## src/hdl/assert_macros.svh

```systemverilog
// ----------------------------------------------------------------------------
// assert_macros.svh
// Assertion shorthands used by the top level of the break scanner.
// ----------------------------------------------------------------------------
`ifndef ASSERT_MACROS_SVH
`define ASSERT_MACROS_SVH

// Check cons in the same cycle whenever ante holds
`define FBS_ASSERT_IMP(name, clk, rst_n, ante, cons, msg) \
	name: assert property (@(posedge clk) disable iff (!rst_n) (ante) |-> (cons)) \
		else $error(msg);

// Check cons in the cycle after ante holds
`define FBS_ASSERT_NEXT(name, clk, rst_n, ante, cons, msg) \
	name: assert property (@(posedge clk) disable iff (!rst_n) (ante) |=> (cons)) \
		else $error(msg);

`endif

```

## src/hdl/fbs_pkg.sv

```systemverilog
// ----------------------------------------------------------------------------
// fbs_pkg
// Request codes, fixed constants and the structs passed between the scanner
// modules.
// ----------------------------------------------------------------------------
`timescale 1ns / 1ps

package fbs_pkg;

	// Request codes
	localparam logic [2:0] REQ_CHAR   = 3'd0;
	localparam logic [2:0] REQ_EOT    = 3'd1;
	localparam logic [2:0] REQ_WR_CAT = 3'd2;
	localparam logic [2:0] REQ_WR_TRN = 3'd3;
	localparam logic [2:0] REQ_WR_ACC = 3'd4;

	// Category value that marks an ignore character
	localparam logic [5:0] IGNORE_CAT = 6'h3F;

	// State numbers
	localparam int START_ST = 1;
	localparam int STOP_ST  = 0;

	// Break value reported for a scan that starts at end of text
	localparam logic [31:0] DONE_CODE = 32'hFFFF_FFFF;

	// Result buffer sizing
	localparam int OUT_DEPTH = 4;
	localparam int OUT_PTR_W = $clog2(OUT_DEPTH);
	localparam int OUT_CNT_W = OUT_PTR_W + 1;

	// One input item as it arrives
	typedef struct packed {
		logic [2:0]  req_type;
		logic [15:0] character;
		logic [31:0] position;
		logic [15:0] table_index;
		logic [5:0]  table_value;
		logic        ignore_mark;
	} fbs_req_t;

	// Scan item leaving the category lookup
	typedef struct packed {
		logic        vld;
		logic        is_char;
		logic        is_eot;
		logic [31:0] pos;
	} fbs_s1_t;

	// Table loads for the transition and accept stores
	typedef struct packed {
		logic        trn_we;
		logic        acc_we;
		logic [15:0] idx;
		logic [5:0]  val;
	} fbs_load_t;

	// One result item
	typedef struct packed {
		logic [31:0] break_position;
		logic        at_end;
	} fbs_result_t;

endpackage

```

## src/hdl/fbs_out_fifo.sv

```systemverilog
// ----------------------------------------------------------------------------
// fbs_out_fifo
// Small result buffer that decouples the scan pipeline from the consumer.
// ----------------------------------------------------------------------------
`timescale 1ns / 1ps

module fbs_out_fifo import fbs_pkg::*; (
	input  logic                 clk,
	input  logic                 arst_n,
	input  logic                 push,
	input  fbs_result_t          push_data,
	input  logic                 pop,
	output logic                 out_vld,
	output fbs_result_t          out_data,
	output logic [OUT_CNT_W-1:0] cnt
);

	fbs_result_t          buf_q [OUT_DEPTH];
	logic [OUT_PTR_W-1:0] wr_q;
	logic [OUT_PTR_W-1:0] rd_q;
	logic [OUT_CNT_W-1:0] cnt_q;

	assign out_vld  = (cnt_q != '0);
	assign out_data = buf_q[rd_q];
	assign cnt      = cnt_q;

	// Store pushed results
	always_ff @(posedge clk) begin
		if (push) begin
			buf_q[wr_q] <= push_data;
		end
	end

	// Advance pointers and fill level
	always_ff @(posedge clk or negedge arst_n) begin
		if (!arst_n) begin
			wr_q  <= '0;
			rd_q  <= '0;
			cnt_q <= '0;
		end else begin
			if (push) begin
				wr_q <= wr_q + 1'b1;
			end
			if (pop) begin
				rd_q <= rd_q + 1'b1;
			end
			if (push && !pop) begin
				cnt_q <= cnt_q + 1'b1;
			end else if (pop && !push) begin
				cnt_q <= cnt_q - 1'b1;
			end
		end
	end

endmodule

```

## config.mk

```make
export PLATFORM = sky130hd
export DESIGN_NAME = fbs_out_fifo
export DESIGN_NICKNAME = d
export VERILOG_FILES = /design/src/hdl/assert_macros.svh /design/src/hdl/fbs_pkg.sv /design/src/hdl/fbs_out_fifo.sv
export SDC_FILE = /design/constraint.sdc
export NUM_CORES = 1
export LEC_CHECK = 0
export BUFFER_PORTS_ARGS = -buffer_cell sky130_fd_sc_hd__buf_2
export CAP_MARGIN = 20
export CORE_MARGIN = 3
export CORE_UTILIZATION = 60
export CTS_CLUSTER_DIAMETER = 40
export CTS_CLUSTER_SIZE = 20
export DETAILED_ROUTE_END_ITERATION = 8
export GPL_TIMING_DRIVEN = 0
export PLACE_DENSITY = 0.83
export SKIP_LAST_GASP = 1
export SLEW_MARGIN = 30
export SYNTH_ARGS = -nofsm -noshare
export SYNTH_HDL_FRONTEND = slang
export SYNTH_SLANG_ARGS = --single-unit
```

## constraint.sdc

```tcl
create_clock -name clk -period 3.9 [get_ports clk]
set_clock_uncertainty 0.1 [all_clocks]
set_input_delay 0.39 -clock clk [delete_from_list [all_inputs] [get_ports clk]]
set_output_delay 0.39 -clock clk [all_outputs]
set_load 0.05 [all_outputs]
```

; After elaboration in Yosys (flattened, before gate mapping)
; Memory sizes are Yosys's and may differ from the RTL's.
; Cells that the tools add are included.
[classes]
n_addsub = 4
reduce_logical = 6
n_mux = 4
[op_table]
columns = cell, count
row1 = two-way mux 3 bit, 2
row2 = adder 2 x 1 -> 2 bit (second input constant), 2
row3 = adder 3 x 1 -> 3 bit (second input constant), 1
row4 = nonzero test 3 bit, 1
row5 = subtractor 3 x 1 -> 3 bit (second input constant), 1
row6 = logical AND 1 bit, 2
row7 = logical NOT 1 bit, 2
row8 = two-way mux 1 bit, 2
row9 = nonzero test 2 bit, 1
[word_totals]
memories = 1
inputBits = 37
mem_bits_rw = 132
regBits = 7
word_cells = 18
output_inout_bits = 37
[mem_list]
columns = name, words, width, rd, rd_ports_with_merged_regs, wr, line
row1 = buf_q, 4, 33, 1, 0, 1, fbs_out_fifo.sv:18  ; fbs_result_t buf_q [OUT_DEPTH];

; Logic depth before layout (Yosys ltp)
; Gate-level depths: netlist of run 1.
[logic_depth]
ltp_word = 4
mapped_depth = 7
ltp_nobuf = 7

; Worst setup path before layout of run 1
; No wires, ideal clock.
[synth_timing]
kind = register -> register
startpoint = register wr_q[0]
endpoint = memory buf_q[0][0] (netlist name), enable pin
path_slack_ns = 1.974
path_stages_with_launch = 4
path_buffers = 0
setup_time_ns = 0.393
t_arrival_ns = 1.432
required_ns = 3.407
period_less_slack_ns = 1.926
cell_sequence = dfrtp_1 -> inv_1 -> ha_1 -> and2_1
[synth_lines]
columns = element, line
row1 = from (decl), fbs_out_fifo.sv:19  ; logic [OUT_PTR_W-1:0] wr_q;
row2 = from (signal assigned), fbs_out_fifo.sv:42  ; wr_q <= wr_q + 1'b1;
row3 = to (decl), fbs_out_fifo.sv:18
; Straight into the memory's write port.

==> results of run 1 <==
registers in the layout (all words and copies together) (netlist names):
signal,flops
wr_q,2
cnt,3
buf_q,132
rd_q,2
logic make-up after synthesis:
| logic type | count (synthesis) |
|---|---|
| AO/OA/AOI/OAI | 1 |
| XOR/XNOR | 6 |
| adder cells (fa/ha/maj) | 6 |
| buffers and inverters | 12 |
| flip-flops | 139 |
| multiplexers | 34 |
| AND/OR/NAND/NOR | 8 |
path summary, 6_finish.rpt:
| check | depth (start not counted) | slack (ps) | to | from |
|---|---|---|---|---|
| setup / recovery | 4 | 1440 | out_data[12] | rd_q[0] |
| hold / removal | 1 | 40 | buf_q[0][10] | push_data[10] |
| setup reg to reg | 4 | 2160 | buf_q[0][28] | wr_q[0] |
| hold reg to reg | 1 | 400 | cnt[2] | cnt[2] |
| max in group asynchronous | 2 | 3400 | cnt[2] | arst_n |
| min in group asynchronous | 2 | 150 | cnt[0] | arst_n |
routing by layer:
layer  part of all wire, %  global-route usage [%]  vias to the layer above
li1                      -                       -                     1128
met5                     0                       0                        -
met4                   2.7                    10.3                        0
met3                   4.6                    6.73                       23
met1                    41                    26.2                     1296
met2                    52                    34.7                       89
cell type report:
| type | instances | area share [%] |
|---|---|---|
| sequential | 139 | 60.9 |
| multi-input combinational | 55 | 14.1 |
| timing repair buffer | 111 | 11.8 |
| clock buffer | 17 | 6.09 |
| clock inverter | 15 | 3.61 |
| tap | 105 | 1.93 |
| buffer | 8 | 1.34 |
| inverter | 4 | 0.221 |
per-stage QoR:
step                worst slack, ps  cell area, um2  hold WS (ps)
global placement               1440            5700           127
global route                   1360            6800          9.87
floorplan                      1970            5200         -5.59
CTS                            1410            6800          1.40
detailed placement             1980            5800           128
finish                         1440            6800          41.3
synthesized netlist by cell type:
master | instances | area [um2]
ha_1 | 5 | 62.6
inv_1 | 4 | 15.0
nand2_1 | 2 | 7.51
xnor2_1 | 2 | 17.5
edfxtp_1 | 132 | 3960
buf_2 | 4 | 20.0
mux2_2 | 1 | 11.3
fa_1 | 1 | 20.0
o21ai_0 | 1 | 5.00
dfrtp_1 | 7 | 175
xor2_1 | 4 | 35.0
mux4_1 | 5 | 131
mux4_2 | 28 | 631
buf_6 | 1 | 11.3
or3_1 | 1 | 6.26
and2_1 | 4 | 25.0
buf_12 | 3 | 60.1
nor2_1 | 1 | 3.75
critical path: stages (launching register included):
cell and delay (ps):
dfrtp_1 350, buf_6 180, buf_12 170, mux4_2 520, buf_2 230
power groups by stage:
stage	clock (mW)	sequential, mW	combinational, mW
floorplan	0	2.11	1.65
global placement	0	2.06	2.11
detailed placement	0	2.07	2.19
CTS	1.80	2.05	2.23
global route	1.86	2.08	2.32
finish	1.77	2.05	2.21
==> reports/metrics.cfg, run 1 <==
[cells_and_area]
n_antenna_cell=0
regArea_mm2=0.00414
final_cell_mix=edfxtp_1, buf_2, dlygate4sd3_1
drive_gt1_share_pct=42.4
syn2layout_area_growth_pct=30.7
multi_input_area_um2=961
final_common_cell=edfxtp_1
stdcell_count=454
layout.nets=379
post-route-util_pct=81.9
nFillCells=371

[floorplanning]
die_y_um=99.1
std_cell_rows=33
ios=74
initial_utilization_pct=62.7
fp.dieArea_mm2=0.00982
die_w_um=99.1
core_area_mm2=0.00830

[yosys]
synth_top_family_by_area=multiplexers
synthesis.nets=249
synth-compound-area-share_pct=0.0962
syn_area_per_cell_um2=25.2
synthMuxAreaShare_pct=14.9
yosysSeqAreaShare_pct=79.6
synthCells=206
netlist_area_mm2=0.00520
yosys.cell_types.count=18
synth_simple_gate_area_share_pct=0.818
synth-seq-cells=139
yosys_warnings=0
synthAdderAreaFrac_pct=1.59
synth-xor-area-share_pct=1.01

[sta]
min_period_ps=2460
setup_viol=0
fin_crit_sh_pct=63.0
hold_violations=0
maxSlewHeadroom_pct=71.4
slew_violations=0
setup_tns_ps=0
fmax_mhz=407
tightest_slew_ps=429
grt_setup_unrepaired=no

[placed_design]
dp.cells=388
portBuffers=73
dp_hpwl_um=5180
globalplace.congestion=0.674

[clocking]
root_buffer=clkbuf_8
cts_resized=0
htree_levels=4
post-cts-setup-buffer-count=0
holdBufCountCts=34
clock_latency_ps=510
clkTransAtPathRegs_ps=60
cts_sinks=139
cts_buffer_depth=2
cts_tree=done
cts_buffers=17

[critical_path]
crit_type=reg2out
cp_max_fo=10
cp.arrival_ps=1970
required_ps=3410
worstSetupStartpointType=flip-flop
endpoint_kind=output port

[power]
p_clk_share_pct=29.4
power_mw=6.03
p_sw_mw=2.17
power_frac_seq_pct=34.0
vdd_drop_max_mv=0.776
p_int_mw=3.86
swShare_pct=36.0
powerDensity_mw_per_mm2=887
p_comb_share_pct=36.6
p_leak_nw=2.47

[global_routing]
gr-total-overflow=0
grt_start_max_net_pins=24
grt_pass1_wl_um=15100
antenna_found_initial=0
grt.total_usage_pct=21.3
grt_pass1_vias=2816

[routing]
drtAntennaViolNets=0
via_per_inst=5.59
drt-initial-drc-count=136
drt-pass1-iter-count=4
drt_wl_total_um=9410
routedWlPerCell_um=20.7
drc=0
route.vias.total=2536

[job]
drv_cap=0

[worst_hold_path]
min_path_type=in2reg

[run_status]
run_status=finished, final reports clean

Power figures use the tool's default switching activity.
==> inputs of run 2 (changes only) <==
- CORE_UTILIZATION: 60 -> 51
- PLACE_DENSITY: 0.83 -> 0.75
- clock period: 3.9 -> 2.2 ns (I/O delays scaled with it)
==> run 2 against run 1 <==
Compared with the run above:
- the run now ends with negative setup slack left
- sequential power increased by 77%
- worst setup slack got worse by 1500 ps
- global-route usage shrank 3.6 points
- clock power increased by 64%
- hold slack better by 320 ps
- sequential share of layout area is 2.7 points lower
- critical path depth stayed put
- non-clock buffer count rose by 9
- utilization fell by 9.8 points
- clock-buffer cell count is 1 higher
- final cell count is 8.1% higher
- critical path type unchanged
==> reports/metrics.cfg, run 2 (synthesis gave the netlist of run 1 again) <==
[run_status]
run_status=finished, violations left
violations=negative setup slack

[sta]
fin_crit_sh_pct=103
min_period_ps=2260
grt_setup_unrepaired=yes
whs_ps=359
maxSlewHeadroom_pct=68.2
tightest_slew_ps=477
layout_setup_ws_ps=-64.7
hold_violations=0
setup_viol=33
slew_violations=0
fmax_mhz=442

[power]
p_leak_nw=2.56
powerDensity_mw_per_mm2=1590
vdd_drop_max_mv=0.858

[placed_design]
portBuffers=73
dp_slack_ps=424
globalplace.congestion=0.672
dp_hpwl_um=5360

[routing]
drc=0
via_per_inst=5.23
routedWlPerCell_um=19.0
drt-initial-drc-count=142
drt-pass1-iter-count=4
drt_wl_total_um=9340
drtAntennaViolNets=0
route.vias.total=2567

[floorplanning]
die_y_um=107
std_cell_rows=36
initial_utilization_pct=52.7
fp.dieArea_mm2=0.0114
core_area_mm2=0.00986
die_w_um=107
ios=74

[cells_and_area]
drive_gt1_share_pct=44.4
final_common_cell=edfxtp_1
regArea_mm2=0.00414
n_antenna_cell=0
multi_input_area_um2=942
regMostFlops=buf_q
nFillCells=562
final_cell_mix=edfxtp_1, buf_2, dlygate4sd3_1
largest_register_ffs=132
syn2layout_area_growth_pct=36.8
layout.nets=388

[global_routing]
grt.total_usage_pct=17.8
antenna_found_initial=0
grt_pass1_wl_um=14700
grt_start_max_net_pins=23
grt_pass1_vias=2803
gr-total-overflow=0

[critical_path]
crit_path_max_incr_delay_ps=510
slowest_stage=mux4_2
crit_type=reg2out
endpoint_kind=output port
worstSetupStartpointType=flip-flop
reg2reg_slack_ps=460
cp.arrival_ps=1940
required_ps=1880
cp_max_fo=8
path_cells=buf_12 -> clkbuf_16 -> mux4_2 -> buf_6

[job]
drv_cap=0

[clocking]
cts_tree=done
clock_latency_ps=510
cts_sinks=139
root_buffer=clkbuf_8
cts_buffers=17
clkTransAtPathRegs_ps=60
htree_levels=4
cts_buffer_depth=2

[worst_hold_path]
min_path_type=in2reg

## run 2: cell types whose count changed in the layout (fill, tap and decap cells not counted), moves of 2 or more
cell and delta:
clkbuf_16 +2, bufinv_16 -2, mux4_1 -5, dlygate4sd3_1 +3, buf_2 -33, buf_4 +3
buf_6 +31, mux4_2 +5
## run 2: what timing repair did
action | 4_1_cts | 5_1_grt
buffers inserted | 3 | 0
resized for setup | 71 | 4
hold buffers | 37 | 0
cloned | 1 | 2
setup endpoints to repair | 33 | 33
endpoints found under the hold margin | 143 | 0
## run 2: layer usage
| layer | global-route usage [%] | vias to the layer above | wire [um] | part of all wire, % |
|---|---|---|---|---|
| met2 | 28.3 | 87 | 4710 | 50 |
| met5 | 0 | - | 0 | 0 |
| met4 | 6.94 | 0 | 187 | 2.0 |
| met1 | 22.3 | 1316 | 3960 | 42 |
| met3 | 6.74 | 16 | 480 | 5.1 |
| li1 | - | 1148 | - | - |
## run 2: through the flow
| stage | util, % | instance area (um2) | power, mW | TNS [ps] | instances |
|---|---|---|---|---|---|
| floorplan | - | 5200 | 6.66 | 0 | 206 |
| global placement | 58.1 | 5730 | 7.45 | -39370 | 412 |
| detailed placement | 59.1 | 5830 | 7.59 | 0 | 416 |
| CTS | 71.5 | 7050 | 11.3 | -2410 | 489 |
| global route | 72.1 | 7120 | 11.7 | -3360 | 491 |
| finish | 72.1 | 7120 | 11.3 | -1410 | 491 |
## run 2: area by class of cell
cell class,count,area share [%]
sequential,139,58.2
timing repair buffer,120,16.0
multi-input combinational,55,13.2
clock buffer,18,5.87
clock inverter,14,2.74
tap,133,2.34
buffer,8,1.41
inverter,4,0.211
## run 2: power by group
group	switching, mW	internal (mW)	total, mW
clock network	1.06	1.85	2.90
logic	2.78	1.99	4.76
registers	0.154	3.47	3.63
total	3.99	7.30	11.3
## run 2: path summary, 6_finish.rpt
check / endpoint / cells after the start / start
max: out_data[18] / 4 / rd_q[0]
min: buf_q[2][3] / 2 / push_data[3]
max reg2reg: buf_q[0][8] / 4 / wr_q[0]
min reg2reg: cnt[2] / 1 / cnt[2]
max in group asynchronous: cnt[0] / 3 / arst_n
min in group asynchronous: rd_q[1] / 3 / arst_n
## run 2: critical path, delay by kind of cell (launching register included)
kind                   cells  cell delay (ps)
muxes                      1              510
DFF                        1              410
buffers and inverters      3              510
==> inputs of run 3 (changes only) <==
- CORE_UTILIZATION: 51 -> 46
- PLACE_DENSITY: 0.75 -> 0.69
==> run 3 against run 2 <==
Compared with the run above:
- the run now ends clean
- routed wire length decreased by 5.7%
- largest power group unchanged
- register-to-register slack worse by 20 ps
- worst setup slack improved by 130 ps
- maximum frequency increased by 6.0%
- final cell count is the same
==> reports/metrics.cfg, run 3 (synthesis gave the netlist of run 1 again) <==
[run_status]
run_status=finished, final reports clean

[sta]
grt_setup_unrepaired=yes
maxSlewHeadroom_pct=69.2
hold_violations=0
min_period_ps=2140
whs_ps=98.8
setup_viol=0
layout_setup_ws_ps=64.3
fin_crit_sh_pct=97.1
tightest_slew_ps=462
slew_violations=0
fmax_mhz=468

[global_routing]
grt.total_usage_pct=15.5
gr-total-overflow=0
grt_pass1_wl_um=14500
antenna_found_initial=0
grt_start_max_net_pins=21
grt_pass1_vias=2738

[worst_hold_path]
min_path_type=in2async

[clocking]
cts_sinks=139
cts_buffers=17
root_buffer=clkbuf_16
clkTransAtPathRegs_ps=60
htree_levels=4
clock_latency_ps=400
post-cts-setup-buffer-count=0
cts_buffer_depth=2
cts_tree=done

[routing]
drt_wl_total_um=8800
drtAntennaViolNets=0
drt-pass1-iter-count=4
route.vias.total=2445
via_per_inst=4.98
routedWlPerCell_um=17.9
drc=0
drt-initial-drc-count=112

[power]
powerDensity_mw_per_mm2=1530
p_int_mw=6.69
power_frac_seq_pct=34.6
vdd_drop_max_mv=0.904
p_clk_share_pct=26.3
swShare_pct=36.0
p_sw_mw=3.76
p_comb_share_pct=39.1
power_mw=10.4
p_leak_nw=2.46

[critical_path]
worstSetupStartpoint=rd_q[0]
crit_end=out_data[28]
reg2reg_slack_ps=440
worstSetupStartpointType=flip-flop
endpoint_kind=output port
rr_endpoint=buf_q[2][2]
cp.arrival_ps=1820
r2r_start=wr_q[0]
ff2ff_path_depth=4
slowest_stage=mux4_2
crit_type=reg2out
required_ps=1880
cp_max_fo=10
crit_path_max_incr_delay_ps=520
path_cells=buf_8 -> buf_12 -> mux4_2 -> buf_4

[placed_design]
portBuffers=73
dp_hpwl_um=5550
dp_slack_ps=442
globalplace.congestion=0.663

[cells_and_area]
final_common_cell=edfxtp_1
multi_input_area_um2=961
layout.nets=381
nFillCells=784
drive_gt1_share_pct=41.3
syn2layout_area_growth_pct=31.7
largest_register_ffs=132
regMostFlops=buf_q
n_antenna_cell=0
regArea_mm2=0.00414
final_cell_mix=edfxtp_1, buf_2, dlygate4sd3_1

[floorplanning]
die_y_um=112
ios=74
fp.dieArea_mm2=0.0126
die_w_um=112
initial_utilization_pct=47.6
std_cell_rows=38
core_area_mm2=0.0109

[job]
drv_cap=0

-- run 3: worst min path at each step --
stage                     startpoint      to  slack [ps]  cells after the start
after global routing          arst_n  cnt[1]         100                      2
after floorplan               arst_n  cnt[0]        -180                      0
after global placement        arst_n  cnt[2]         -40                      1
after detailed placement      arst_n  cnt[2]         -30                      1
final                         arst_n  cnt[1]         100                      2
after CTS                     arst_n  cnt[2]          60                      2
-- run 3: final cells by class --
| type | instances | area share [%] |
|---|---|---|
| plain buffers | 8 | 1.50 |
| clock buffers | 18 | 6.27 |
| clock inverters | 14 | 2.25 |
| inverters | 4 | 0.219 |
| multi-input cells | 55 | 14.0 |
| flip-flops and latches | 139 | 60.4 |
| well taps | 140 | 2.56 |
| repair buffers | 113 | 12.8 |
-- run 3: stage by stage --
step / util (%) / cells / instance area [um2] / setup TNS (ps)
finish: 62.6 / 491 / 6850 / 0
global route: 62.6 / 491 / 6850 / -39.4
CTS: 62.1 / 491 / 6800 / 0
detailed placement: 53.5 / 423 / 5850 / 0
global placement: 52.5 / 419 / 5740 / -42240
floorplan: - / 206 / 5200 / 0
-- run 3: what timing repair did --
item,CTS,global route
hold endpoints to repair,142,0
hold buffers,36,0
gates resized for setup,1,38
endpoints found under the setup margin,1,29
-- run 3: per-layer routing --
layer	wire [um]	vias up	share of wire, %	global-route usage (%)
li1	-	1133	-	-
met2	4700	60	53	26.1
met5	0	-	0	0
met3	458	9	5.2	5.50
met1	3570	1243	41	18.5
met4	75	0	0.85	5.53
-- run 3: critical path: cells and delay by family, from the launching register on --
family | cells | cell delay [ps]
buf+inv | 3 | 530
flops | 1 | 350
mux | 1 | 520
-- run 3: power groups by stage --
stage / logic, mW / clock network, mW / registers, mW
global route: 4.33 / 2.93 / 3.66
detailed placement: 3.94 / 0 / 3.67
global placement: 3.79 / 0 / 3.66
CTS: 4.01 / 2.82 / 3.62
finish: 4.08 / 2.75 / 3.61
floorplan: 2.92 / 0 / 3.74
